[config.mk]
export PLATFORM = sky130hd
export DESIGN_NAME = iso_date_to_epoch_day_core
export DESIGN_NICKNAME = d
export VERILOG_FILES = /design/src/rtl/idte_pkg.sv /design/src/rtl/iso_date_to_epoch_day_core.sv /design/src/rtl/idte_front.sv /design/src/rtl/idte_queue.sv /design/src/rtl/idte_back.sv
export SDC_FILE = /design/constraint.sdc
export NUM_CORES = 1
export LEC_CHECK = 0
export BUFFER_PORTS_ARGS = -buffer_cell sky130_fd_sc_hd__buf_2
export CAP_MARGIN = 20
export CORE_MARGIN = 1
export CORE_UTILIZATION = 60
export DETAILED_ROUTE_END_ITERATION = 7
export PLACE_DENSITY = 0.77
export SLEW_MARGIN = 5
export SYNTH_ARGS = -nofsm -noshare
export SYNTH_HDL_FRONTEND = slang
export SYNTH_SLANG_ARGS = --single-unit
[constraint.sdc]
create_clock -name clock -period 9.95 [get_ports clock]
set_input_delay 0.4975 -clock clock [delete_from_list [all_inputs] [get_ports clock]]
set_output_delay 0.4975 -clock clock [all_outputs]
set_load 0.1 [all_outputs]
[src/rtl/idte_pkg.sv]
// Types and constants for the ISO date to epoch day core.
`default_nettype none

package idte_pkg;

   // One input beat: a character or the end-of-string marker.
   typedef struct packed {
      logic [7:0] ch;
      logic       terminator;
   } req_type;

   // One result beat.
   typedef struct packed {
      logic signed [22:0] day_number;
      logic               status;
   } rsp_type;

   // A parsed date handed from the parser to the arithmetic pipeline.
   typedef struct packed {
      logic [13:0] year;
      logic [6:0]  month;
      logic [6:0]  day;
      logic        ok;
   } job_type;

   // Character codes.
   localparam logic [7:0] CharZero = 8'h30;
   localparam logic [7:0] CharNine = 8'h39;
   localparam logic [7:0] CharDash = 8'h2D;

   // Character positions and counts within YYYY-MM-DD.
   localparam logic [3:0] DashPosYear  = 4'd4;
   localparam logic [3:0] DashPosMonth = 4'd7;
   localparam logic [3:0] LenFull      = 4'd10;
   localparam logic [3:0] CountMax     = 4'd11;

   // Status codes.
   localparam logic StatusOk  = 1'b0;
   localparam logic StatusBad = 1'b1;

   // Calendar constants.
   localparam logic [13:0] YearBias  = 14'd400;
   localparam logic [21:0] EraDays   = 22'd146097;
   localparam logic signed [23:0] DayOffset = 24'sd865565;

   // Day of the March-based year on which month index mp starts.
   function automatic logic [8:0] month_start(input logic [3:0] mp);
      logic [8:0] days;
      unique case (mp)
         4'd0:    days = 9'd0;
         4'd1:    days = 9'd31;
         4'd2:    days = 9'd61;
         4'd3:    days = 9'd92;
         4'd4:    days = 9'd122;
         4'd5:    days = 9'd153;
         4'd6:    days = 9'd184;
         4'd7:    days = 9'd214;
         4'd8:    days = 9'd245;
         4'd9:    days = 9'd275;
         4'd10:   days = 9'd306;
         4'd11:   days = 9'd337;
         default: days = 9'd0;
      endcase
      return days;
   endfunction

endpackage

`default_nettype wire

[src/rtl/iso_date_to_epoch_day_core.sv]
// ISO date parser top level: a YYYY-MM-DD string in, a day count since 1970-01-01 out.
// The core takes one character beat per cycle, back to back, while req_stall is low,
// and gives one result beat per terminator. A result passes through the date queue,
// then five stages of constant-divide arithmetic and the output register. Input stalls
// only when QueueDepth parsed dates are waiting, which happens only after the result
// side has held rsp_stall. QueueDepth must be at least 2.
`default_nettype none

module iso_date_to_epoch_day_core #(
   parameter int QueueDepth = 4
) (
   input  wire                    clock,
   input  wire                    reset,
   input  wire                    req_valid,
   output logic                   req_stall,
   input  wire idte_pkg::req_type req_beat,
   output logic                   rsp_valid,
   input  wire                    rsp_stall,
   output idte_pkg::rsp_type      rsp_beat
);

   logic              push;
   logic              pop;
   logic              queue_full;
   logic              queue_empty;
   idte_pkg::job_type push_job;
   idte_pkg::job_type pop_job;

   idte_front u_front (
      .clock      (clock),
      .reset      (reset),
      .req_valid  (req_valid),
      .req_stall  (req_stall),
      .req_beat   (req_beat),
      .queue_full (queue_full),
      .push       (push),
      .push_job   (push_job)
   );

   idte_queue #(
      .Depth (QueueDepth)
   ) u_queue (
      .clock    (clock),
      .reset    (reset),
      .push     (push),
      .push_job (push_job),
      .pop      (pop),
      .pop_job  (pop_job),
      .full     (queue_full),
      .empty    (queue_empty)
   );

   idte_back u_back (
      .clock       (clock),
      .reset       (reset),
      .queue_empty (queue_empty),
      .pop_job     (pop_job),
      .pop         (pop),
      .rsp_valid   (rsp_valid),
      .rsp_stall   (rsp_stall),
      .rsp_beat    (rsp_beat)
   );

endmodule

`default_nettype wire

[src/rtl/idte_front.sv]
// Character parser: checks the YYYY-MM-DD form and collects the date fields.
`default_nettype none

module idte_front (
   input  wire                    clock,
   input  wire                    reset,
   input  wire                    req_valid,
   output logic                   req_stall,
   input  wire idte_pkg::req_type req_beat,
   input  wire                    queue_full,
   output logic                   push,
   output idte_pkg::job_type      push_job
);

   logic [3:0]  char_count_ff, char_count_in;
   logic [13:0] year_ff, year_in;
   logic [6:0]  month_ff, month_in;
   logic [6:0]  day_ff, day_in;
   logic        bad_ff, bad_in;
   logic        accept;
   logic        is_digit;
   logic [3:0]  digit;

   assign req_stall = queue_full;
   assign accept    = req_valid && !queue_full;

   // Finished date as it stands when the terminator arrives.
   always_comb begin
      push_job.year  = year_ff;
      push_job.month = month_ff;
      push_job.day   = day_ff;
      push_job.ok    = (char_count_ff == idte_pkg::LenFull) && !bad_ff &&
                       (month_ff >= 7'd1) && (month_ff <= 7'd12) &&
                       (day_ff >= 7'd1) && (day_ff <= 7'd31);
   end

   // Per-character checks and accumulator updates.
   always_comb begin
      is_digit      = (req_beat.ch >= idte_pkg::CharZero) &&
                      (req_beat.ch <= idte_pkg::CharNine);
      digit         = req_beat.ch[3:0];
      char_count_in = char_count_ff;
      year_in       = year_ff;
      month_in      = month_ff;
      day_in        = day_ff;
      bad_in        = bad_ff;
      push          = 1'b0;
      if (accept) begin
         if (req_beat.terminator) begin
            push          = 1'b1;
            char_count_in = 4'd0;
            year_in       = 14'd0;
            month_in      = 7'd0;
            day_in        = 7'd0;
            bad_in        = 1'b0;
         end else begin
            priority if (char_count_ff == idte_pkg::DashPosYear ||
                         char_count_ff == idte_pkg::DashPosMonth) begin
               if (req_beat.ch != idte_pkg::CharDash) begin
                  bad_in = 1'b1;
               end
            end else if (char_count_ff < idte_pkg::LenFull) begin
               priority if (!is_digit) begin
                  bad_in = 1'b1;
               end else if (char_count_ff < idte_pkg::DashPosYear) begin
                  year_in = 14'(year_ff * 14'd10 + 14'(digit));
               end else if (char_count_ff < idte_pkg::DashPosMonth) begin
                  month_in = 7'(month_ff * 7'd10 + 7'(digit));
               end else begin
                  day_in = 7'(day_ff * 7'd10 + 7'(digit));
               end
            end else begin
               bad_in = bad_ff;
            end
            if (char_count_ff < idte_pkg::CountMax) begin
               char_count_in = char_count_ff + 4'd1;
            end
         end
      end
   end

   always_ff @(posedge clock) begin
      if (reset) begin
         char_count_ff <= 4'd0;
         year_ff       <= 14'd0;
         month_ff      <= 7'd0;
         day_ff        <= 7'd0;
         bad_ff        <= 1'b0;
      end else begin
         char_count_ff <= char_count_in;
         year_ff       <= year_in;
         month_ff      <= month_in;
         day_ff        <= day_in;
         bad_ff        <= bad_in;
      end
   end

endmodule

`default_nettype wire

[src/rtl/idte_queue.sv]
// Short queue of parsed dates between the parser and the arithmetic pipeline.
`default_nettype none

module idte_queue #(
   parameter int Depth = 4
) (
   input  wire                    clock,
   input  wire                    reset,
   input  wire                    push,
   input  wire idte_pkg::job_type push_job,
   input  wire                    pop,
   output idte_pkg::job_type      pop_job,
   output logic                   full,
   output logic                   empty
);

   localparam int PtrWidth   = (Depth > 1) ? $clog2(Depth) : 1;
   localparam int CountWidth = $clog2(Depth + 1);
   localparam logic [PtrWidth-1:0]   LastPtr  = PtrWidth'(Depth - 1);
   localparam logic [CountWidth-1:0] DepthCnt = CountWidth'(Depth);

   idte_pkg::job_type entries_ff [Depth];
   logic [PtrWidth-1:0]   wr_ptr_ff, wr_ptr_in;
   logic [PtrWidth-1:0]   rd_ptr_ff, rd_ptr_in;
   logic [CountWidth-1:0] count_ff, count_in;

   assign full    = (count_ff == DepthCnt);
   assign empty   = (count_ff == '0);
   assign pop_job = entries_ff[rd_ptr_ff];

   // Pointer and fill count updates.
   always_comb begin
      wr_ptr_in = wr_ptr_ff;
      rd_ptr_in = rd_ptr_ff;
      count_in  = count_ff;
      if (push) begin
         wr_ptr_in = (wr_ptr_ff == LastPtr) ? '0 : wr_ptr_ff + 1'b1;
      end
      if (pop) begin
         rd_ptr_in = (rd_ptr_ff == LastPtr) ? '0 : rd_ptr_ff + 1'b1;
      end
      if (push && !pop) begin
         count_in = count_ff + 1'b1;
      end else if (pop && !push) begin
         count_in = count_ff - 1'b1;
      end
   end

   always_ff @(posedge clock) begin
      if (reset) begin
         wr_ptr_ff <= '0;
         rd_ptr_ff <= '0;
         count_ff  <= '0;
      end else begin
         wr_ptr_ff <= wr_ptr_in;
         rd_ptr_ff <= rd_ptr_in;
         count_ff  <= count_in;
      end
   end

   // Entry storage.
   always_ff @(posedge clock) begin
      if (push) begin
         entries_ff[wr_ptr_ff] <= push_job;
      end
   end

endmodule

`default_nettype wire

[src/rtl/idte_back.sv]
// Arithmetic pipeline: converts a parsed date to a day count since 1970-01-01.
`default_nettype none

module idte_back (
   input  wire                    clock,
   input  wire                    reset,
   input  wire                    queue_empty,
   input  wire idte_pkg::job_type pop_job,
   output logic                   pop,
   output logic                   rsp_valid,
   input  wire                    rsp_stall,
   output idte_pkg::rsp_type      rsp_beat
);

   logic advance;

   // Stage 1: biased year (always positive), month index from March, day.
   logic        v1_ff, ok1_ff;
   logic [13:0] yadj1_ff, yadj1_in;
   logic [3:0]  mp1_ff, mp1_in;
   logic [4:0]  day1_ff;

   // Stage 2: era and day of year.
   logic        v2_ff, ok2_ff;
   logic [13:0] yadj2_ff;
   logic [4:0]  era2_ff, era2_in;
   logic [8:0]  doy2_ff, doy2_in;
   logic [15:0] era_prod;

   // Stage 3: year of era.
   logic        v3_ff, ok3_ff;
   logic [4:0]  era3_ff;
   logic [8:0]  doy3_ff;
   logic [8:0]  yoe3_ff, yoe3_in;

   // Stage 4: year-of-era terms.
   logic        v4_ff, ok4_ff;
   logic [4:0]  era4_ff;
   logic [8:0]  doy4_ff;
   logic [17:0] yoe365_4_ff, yoe365_4_in;
   logic [6:0]  q4_4_ff, q4_4_in;
   logic [1:0]  c100_4_ff, c100_4_in;
   logic [12:0] c100_prod;

   // Stage 5: day of era and era days.
   logic        v5_ff, ok5_ff;
   logic [17:0] doe5_ff, doe5_in;
   logic [21:0] era_days5_ff, era_days5_in;

   // Output register.
   logic               rsp_valid_ff;
   logic signed [22:0] epoch_ff, epoch_in;
   logic               status_ff;
   logic signed [23:0] day_sum;

   // The whole pipeline moves when the output register can take a beat.
   assign advance = !(rsp_valid_ff && rsp_stall);
   assign pop     = advance && !queue_empty;

   // January and February count as months of the previous year.
   always_comb begin
      if (pop_job.month <= 7'd2) begin
         yadj1_in = 14'(pop_job.year + idte_pkg::YearBias - 14'd1);
         mp1_in   = 4'(pop_job.month + 7'd9);
      end else begin
         yadj1_in = 14'(pop_job.year + idte_pkg::YearBias);
         mp1_in   = 4'(pop_job.month - 7'd3);
      end
   end

   // Divide by 400 as (y / 16) * 41 / 1024, exact for the biased year range.
   always_comb begin
      era_prod = 16'(yadj1_ff[13:4]) * 16'd41;
      era2_in  = era_prod[14:10];
      doy2_in  = 9'(idte_pkg::month_start(mp1_ff) + 9'(day1_ff) - 9'd1);
   end

   always_comb begin
      yoe3_in = 9'(yadj2_ff - 14'(era2_ff) * 14'd400);
   end

   // Divide by 100 as (yoe / 4) * 41 / 1024.
   always_comb begin
      yoe365_4_in = 18'(yoe3_ff) * 18'd365;
      q4_4_in     = yoe3_ff[8:2];
      c100_prod   = 13'(q4_4_in) * 13'd41;
      c100_4_in   = c100_prod[11:10];
   end

   always_comb begin
      doe5_in      = 18'(yoe365_4_ff + 18'(q4_4_ff) - 18'(c100_4_ff) + 18'(doy4_ff));
      era_days5_in = 22'(22'(era4_ff) * idte_pkg::EraDays);
   end

   // The era bias of 400 years is folded into the day offset.
   always_comb begin
      day_sum  = $signed({2'b00, era_days5_ff}) + $signed({6'b000000, doe5_ff}) -
                 idte_pkg::DayOffset;
      epoch_in = ok5_ff ? day_sum[22:0] : 23'sd0;
   end

   // Valid bits.
   always_ff @(posedge clock) begin
      if (reset) begin
         v1_ff        <= 1'b0;
         v2_ff        <= 1'b0;
         v3_ff        <= 1'b0;
         v4_ff        <= 1'b0;
         v5_ff        <= 1'b0;
         rsp_valid_ff <= 1'b0;
      end else if (advance) begin
         v1_ff        <= pop;
         v2_ff        <= v1_ff;
         v3_ff        <= v2_ff;
         v4_ff        <= v3_ff;
         v5_ff        <= v4_ff;
         rsp_valid_ff <= v5_ff;
      end
   end

   // Stage data.
   always_ff @(posedge clock) begin
      if (advance) begin
         ok1_ff       <= pop_job.ok;
         yadj1_ff     <= yadj1_in;
         mp1_ff       <= mp1_in;
         day1_ff      <= pop_job.day[4:0];
         ok2_ff       <= ok1_ff;
         yadj2_ff     <= yadj1_ff;
         era2_ff      <= era2_in;
         doy2_ff      <= doy2_in;
         ok3_ff       <= ok2_ff;
         era3_ff      <= era2_ff;
         doy3_ff      <= doy2_ff;
         yoe3_ff      <= yoe3_in;
         ok4_ff       <= ok3_ff;
         era4_ff      <= era3_ff;
         doy4_ff      <= doy3_ff;
         yoe365_4_ff  <= yoe365_4_in;
         q4_4_ff      <= q4_4_in;
         c100_4_ff    <= c100_4_in;
         ok5_ff       <= ok4_ff;
         doe5_ff      <= doe5_in;
         era_days5_ff <= era_days5_in;
         epoch_ff     <= epoch_in;
         status_ff    <= ok5_ff ? idte_pkg::StatusOk : idte_pkg::StatusBad;
      end
   end

   assign rsp_valid           = rsp_valid_ff;
   assign rsp_beat.day_number = epoch_ff;
   assign rsp_beat.status     = status_ff;

endmodule

`default_nettype wire

==> out/metrics.sh <==
RUN_STATUS='completed'
POST_SYNTH_NUM_CELL_TYPES=73
YOSYS-MUX-AREA-FRACTION_PCT=3.298
DRTITER0DRC=575
GRT_MAX_DEGREE=110
GRT.MET3_USAGE_PCT=2.627
SYNTH_XOR_AREA_SHARE_PCT=5.516
TIGHTEST_SLEW_PS=1057
YS_FF_LATCH=344
SETUP-VIOLATIONS-FINAL=0
WORST_REL_SLEW_SLACK_PCT=29.52
ROUTED-VIA-COUNT=12610
GROUTE.LAYER.MET1.USAGE_PCT=23.80
FINAL.PERIOD_UTILIZATION_PCT=45.43
FINAL_NETS=2123
DP.FINAL_HPWL_MM=25.45
SYNTHESIS.YOSYS.WARNINGS=0
DIE-WIDTH_UM=187.5
POST_CTS_RESIZE_COUNT=0
CRITICAL_PATH.STARTPOINT_TYPE='flip-flop'
AVGSYNTHCELLAREA_UM2=11.91
WORST_R2R_PATH_DEPTH=15
ANTENNADIODECOUNT=0
WORSTSETUPENDPOINTTYPE='flip-flop'
WORST_CLOCK_SKEW_PS=25.25
GRT-BUSIEST-LAYER='met2'
WORST_R2R_ENDPOINT='u_back.yoe365_4_ff[17]'
NETLIST_AREA_MM2=0.02064
ROUTE.DETAILED.DRC=0
START_UTIL_PCT=61.25
CTSLONGESTPATHBUFFERS=3
TIMING.RR.START='u_back.yoe3_ff[6]'
CRITPATHMAXSTAGEDELAY_PS=550
HOLD_PATH_CLASS='primary input to flip-flop'
NUMBER_OF_ENABLE_FLIP_FLOP_CELLS_AFTER_SYNTHESIS=287
TIMING.HOLD.WORST.START='req_beat[1]'
CORE_AREA_MM2=0.03370
DRT_FIRST_PASS_ITERS=7
CP_DATA_ARRIVAL_TIME_PS=4830
COMBINATIONAL_FAMILY_WITH_THE_MOST_AREA_AFTER_SYNTHESIS='adder cells'
SYNTH.NET_COUNT=2066
ADDER_CELL_FRACTION_OF_SYNTH_AREA_PCT=21.58
CTSHTREEMAXLEVEL=2
POST_CTS_BUFFERS=0
GRT_PASS1_WL_MM=59.82
GP_CONGESTION=0.8622
DRV.MAX_CAP_VIOLATION_COUNT=0
YS_ASYNC_SR_FRACTION_PCT=0
SETUP_TOTAL_NEGATIVE_SLACK_PS=0
DRIVE_ABOVE_1_SHARE_PCT=7.100
PLACEMENTROWS=67
ANTENNA_VIOLATING_NETS_POST_ROUTE=0
CATEGORY_OF_THE_MOST_CRITICAL_SETUP_PATH='flip-flop to flip-flop'
SEQ_AREA_FRAC_SYNTH_PCT=47.28
LAYOUT.FILLER_CELLS=2503
GRT_UTIL_ALL_LAYERS_PCT=20.66
TOTAL_CLOCK_BUFFERS_CREATED_BY_CTS=37
ACHIEVABLE_FREQ_GHz=0.2212
CLK_PIN_SLEW_WORST_PATHS_PS=60
DIE_AREA_MM2=0.03515
WORSTPATHCELLLIST='ha_1, inv_1, fa_1, inv_1, ha_1, inv_1, fa_1, inv_1, fa_1, a21o_1, a21oi_1, o21bai_1, a21oi_1, o21ai_0, o311ai_0'
POST-ROUTE-MIN-PERIOD_PS=4520
FINALMAXSLEWVIOLATIONS=0
HOLD-PATH-ENDPOINT='u_front.month_ff[0]'
SEQUENTIAL_CELL_AREA_MM2=0.009759
TIMING.CRITICAL_PATH.FANOUT_MAX=5
CTS.SINK_COUNT=344
TRITONCTS='built'
HOLDBUFCOUNTCTS=0
RSZ_0062_RAISED_AFTER_GLOBAL_ROUTING='false'
HOLD_VIOLATIONS=0
HOLD_PATH_DEPTH=3
TOP_LEVEL_PORTS=39
GR_UTIL_MET2_PCT=40.18
POST_SYNTH_AND_OR_NAND_NOR_AREA_FRACTION_PCT=7.547
WORST_SKEW_PAIR.LATE_LATENCY_PS=530
REGISTER_TO_REGISTER_SETUP_SLACK_PS=5430
AREA.GROWTH.SYNTH_TO_FINAL_PCT=9.057
SYNTH_COMPOUND_AREA_SHARE_PCT=9.039
GRT_ANTENNA_BEFORE_REPAIR=0
CRITPATHREQUIREDTIME_PS=10260
YOSYS_MOST_USED_DFF='sky130_fd_sc_hd__edfxtp_1'
AVGROUTEDWIREPERCELL_UM=15.54
NUMBER_OF_GLOBAL_ROUTE_VIAS_BEFORE_REPAIR=12910
ROUTED_VIA_DENSITY=5.566
DIE_Y_UM=187.5
MULTI_INPUT_COMB_AREA_MM2=0.009697
POSTROUTEWIRELENGTH_MM=35.19
WORST_PATH_MAX_DELAY_CELL='sky130_fd_sc_hd__fa_1'
CELLS_AFTER_SYNTH=1733
CRITICAL_PATH.MOST_COMMON_CELL='sky130_fd_sc_hd__inv_1'
BUFFER_PORTS.INSERTED=38
GRT_REMAINING_OVERFLOW=0
CLOCK_TREE.ROOT_CELL='sky130_fd_sc_hd__clkbuf_16'
-- cells by family after synthesis --
kind of cell	after synthesis
simple gates	314
flops	344
fa+ha+maj	320
buf+inv	307
compound gates	283
xor+xnor	130
mux	35
-- metal layers --
layer  up-vias  part of all wire [%]
met5         -                     0
met4         0                   1.7
met3        52                   3.1
met2       207                    54
met1      6081                    41
li1       6267                     -
-- cells in the mapped netlist, types with 5 or more instances --
cell type                    n  share of area [%]
sky130_fd_sc_hd__xor2_1     43                1.8
sky130_fd_sc_hd__clkbuf_1   19               0.35
sky130_fd_sc_hd__inv_1     279                5.1
sky130_fd_sc_hd__edfxtp_1  287                 42
sky130_fd_sc_hd__dfxtp_1    57                5.5
sky130_fd_sc_hd__nor4_1      7               0.21
sky130_fd_sc_hd__and3_1     15               0.45
sky130_fd_sc_hd__and2_1      5               0.15
sky130_fd_sc_hd__nor2_1     80                1.5
sky130_fd_sc_hd__a22o_1      5               0.21
sky130_fd_sc_hd__nor2b_1    14               0.42
sky130_fd_sc_hd__o21a_1     14               0.51
sky130_fd_sc_hd__a21o_1     34                1.2
sky130_fd_sc_hd__mux4_1      8                1.0
sky130_fd_sc_hd__or3_1       8               0.24
sky130_fd_sc_hd__xnor2_1    87                3.7
sky130_fd_sc_hd__o21ai_0    39               0.95
sky130_fd_sc_hd__a211oi_1    7               0.25
sky130_fd_sc_hd__a31oi_1     9               0.27
sky130_fd_sc_hd__a21oi_1    84                2.0
sky130_fd_sc_hd__or4_1       5               0.18
sky130_fd_sc_hd__o211ai_1    9               0.33
sky130_fd_sc_hd__nand4_1    14               0.42
sky130_fd_sc_hd__nand2_1    81                1.5
sky130_fd_sc_hd__nand3_1    20               0.48
sky130_fd_sc_hd__a22oi_1    17               0.62
sky130_fd_sc_hd__o31ai_1     8               0.29
sky130_fd_sc_hd__ha_1      260                 16
sky130_fd_sc_hd__nor3b_1    11               0.40
sky130_fd_sc_hd__o21bai_1   15               0.55
sky130_fd_sc_hd__mux2i_1    11               0.53
sky130_fd_sc_hd__nor3_1     30               0.73
sky130_fd_sc_hd__mux4_2     16                1.7
sky130_fd_sc_hd__nand2b_1    9               0.27
sky130_fd_sc_hd__fa_1       60                5.8
-- metrics by stage --
stage | setup WS (ps) | utilization, % | area (µm²) | hold WS, ps | std cells
floorplan | 1294 | - | 20640 | 400.3 | 1733
global placement | 5632 | 63.25 | 21320 | 400.3 | 2199
detailed placement | 5425 | 63.25 | 21320 | 404.5 | 2199
CTS | 5418 | 66.79 | 22510 | 281.2 | 2265
global route | 5170 | 66.79 | 22510 | 334.0 | 2265
finish | 5430 | 66.79 | 22510 | 305.1 | 2265
-- how the worst max path moves through the flow --
| stage | start | to | slack (ps) |
|---|---|---|---|
| floorplan | u_back.rsp_valid | u_queue.count_ff[2] | 1290 |
| global placement | u_back.yoe3_ff[6] | u_back.yoe365_4_ff[15] | 5630 |
| detailed placement | u_back.yoe3_ff[6] | u_back.yoe365_4_ff[17] | 5420 |
| CTS | u_back.yoe3_ff[6] | u_back.yoe365_4_ff[17] | 5420 |
| global route | u_back.yoe3_ff[6] | u_back.yoe365_4_ff[17] | 5170 |
| finish | u_back.yoe3_ff[6] | u_back.yoe365_4_ff[17] | 5430 |
-- cell usage in the layout (no fill, tap or decap), types with 11 or more instances in the layout --
master / instances
sky130_fd_sc_hd__o21a_1: 14
sky130_fd_sc_hd__clkbuf_16: 37
sky130_fd_sc_hd__xor2_1: 43
sky130_fd_sc_hd__mux4_2: 16
sky130_fd_sc_hd__nand4_1: 14
sky130_fd_sc_hd__xnor2_1: 87
sky130_fd_sc_hd__nor2b_1: 14
sky130_fd_sc_hd__o21ai_0: 39
sky130_fd_sc_hd__buf_2: 38
sky130_fd_sc_hd__nor3_1: 30
sky130_fd_sc_hd__o21bai_1: 15
sky130_fd_sc_hd__dfxtp_1: 57
sky130_fd_sc_hd__fa_1: 60
sky130_fd_sc_hd__nor3b_1: 11
sky130_fd_sc_hd__a21o_1: 34
sky130_fd_sc_hd__mux2i_1: 11
sky130_fd_sc_hd__a21oi_1: 84
sky130_fd_sc_hd__nand2_1: 81
sky130_fd_sc_hd__nand3_1: 20
sky130_fd_sc_hd__a22oi_1: 17
sky130_fd_sc_hd__nor2_1: 80
sky130_fd_sc_hd__and3_1: 15
sky130_fd_sc_hd__edfxtp_1: 287
sky130_fd_sc_hd__inv_1: 278
sky130_fd_sc_hd__ha_1: 260
-- layout make-up --
| class | instances | area share, % |
|---|---|---|
| clock inverter | 20 | 1.039 |
| inverter | 280 | 4.691 |
| clock buffer | 46 | 4.263 |
| sequential | 344 | 43.36 |
| timing repair buffer | 45 | 1.078 |
| tap | 448 | 2.490 |
| multi-input combinational | 1082 | 43.08 |
-- critical path, delay by kind of cell, from the launching register on --
kind	cells	cell delay, ps
adder cells (fa/ha/maj)	5	2160
buffers and inverters	4	270
AO/OA/AOI/OAI	6	1400
flip-flops	1	460
-- flip-flops by register name, indices dropped and copies added, names as in the netlist, 3 cells and up, named ones only --
name / count
u_queue.count_ff: 3
u_back.yadj2_ff: 9
u_back.doy2_ff: 9
u_back.doe5_ff: 18
u_back.day1_ff: 5
u_queue.entries_ff: 108
u_back.doy4_ff: 9
u_front.year_ff: 14
u_front.day_ff: 7
u_back.doy3_ff: 9
u_back.mp1_ff: 4
u_back.era_days5_ff: 22
u_back.era3_ff: 5
u_back.yadj1_ff: 14
u_front.month_ff: 7
u_back.era2_ff: 5
u_back.era4_ff: 5
u_back.yoe365_4_ff: 18
u_back.epoch_ff: 23
u_front.char_count_ff: 4
u_back.yoe3_ff: 9
u_back.q4_4_ff: 7
Power is not shown: default switching activity piles up to over one toggle a cycle in this logic, so the estimate is an artifact.
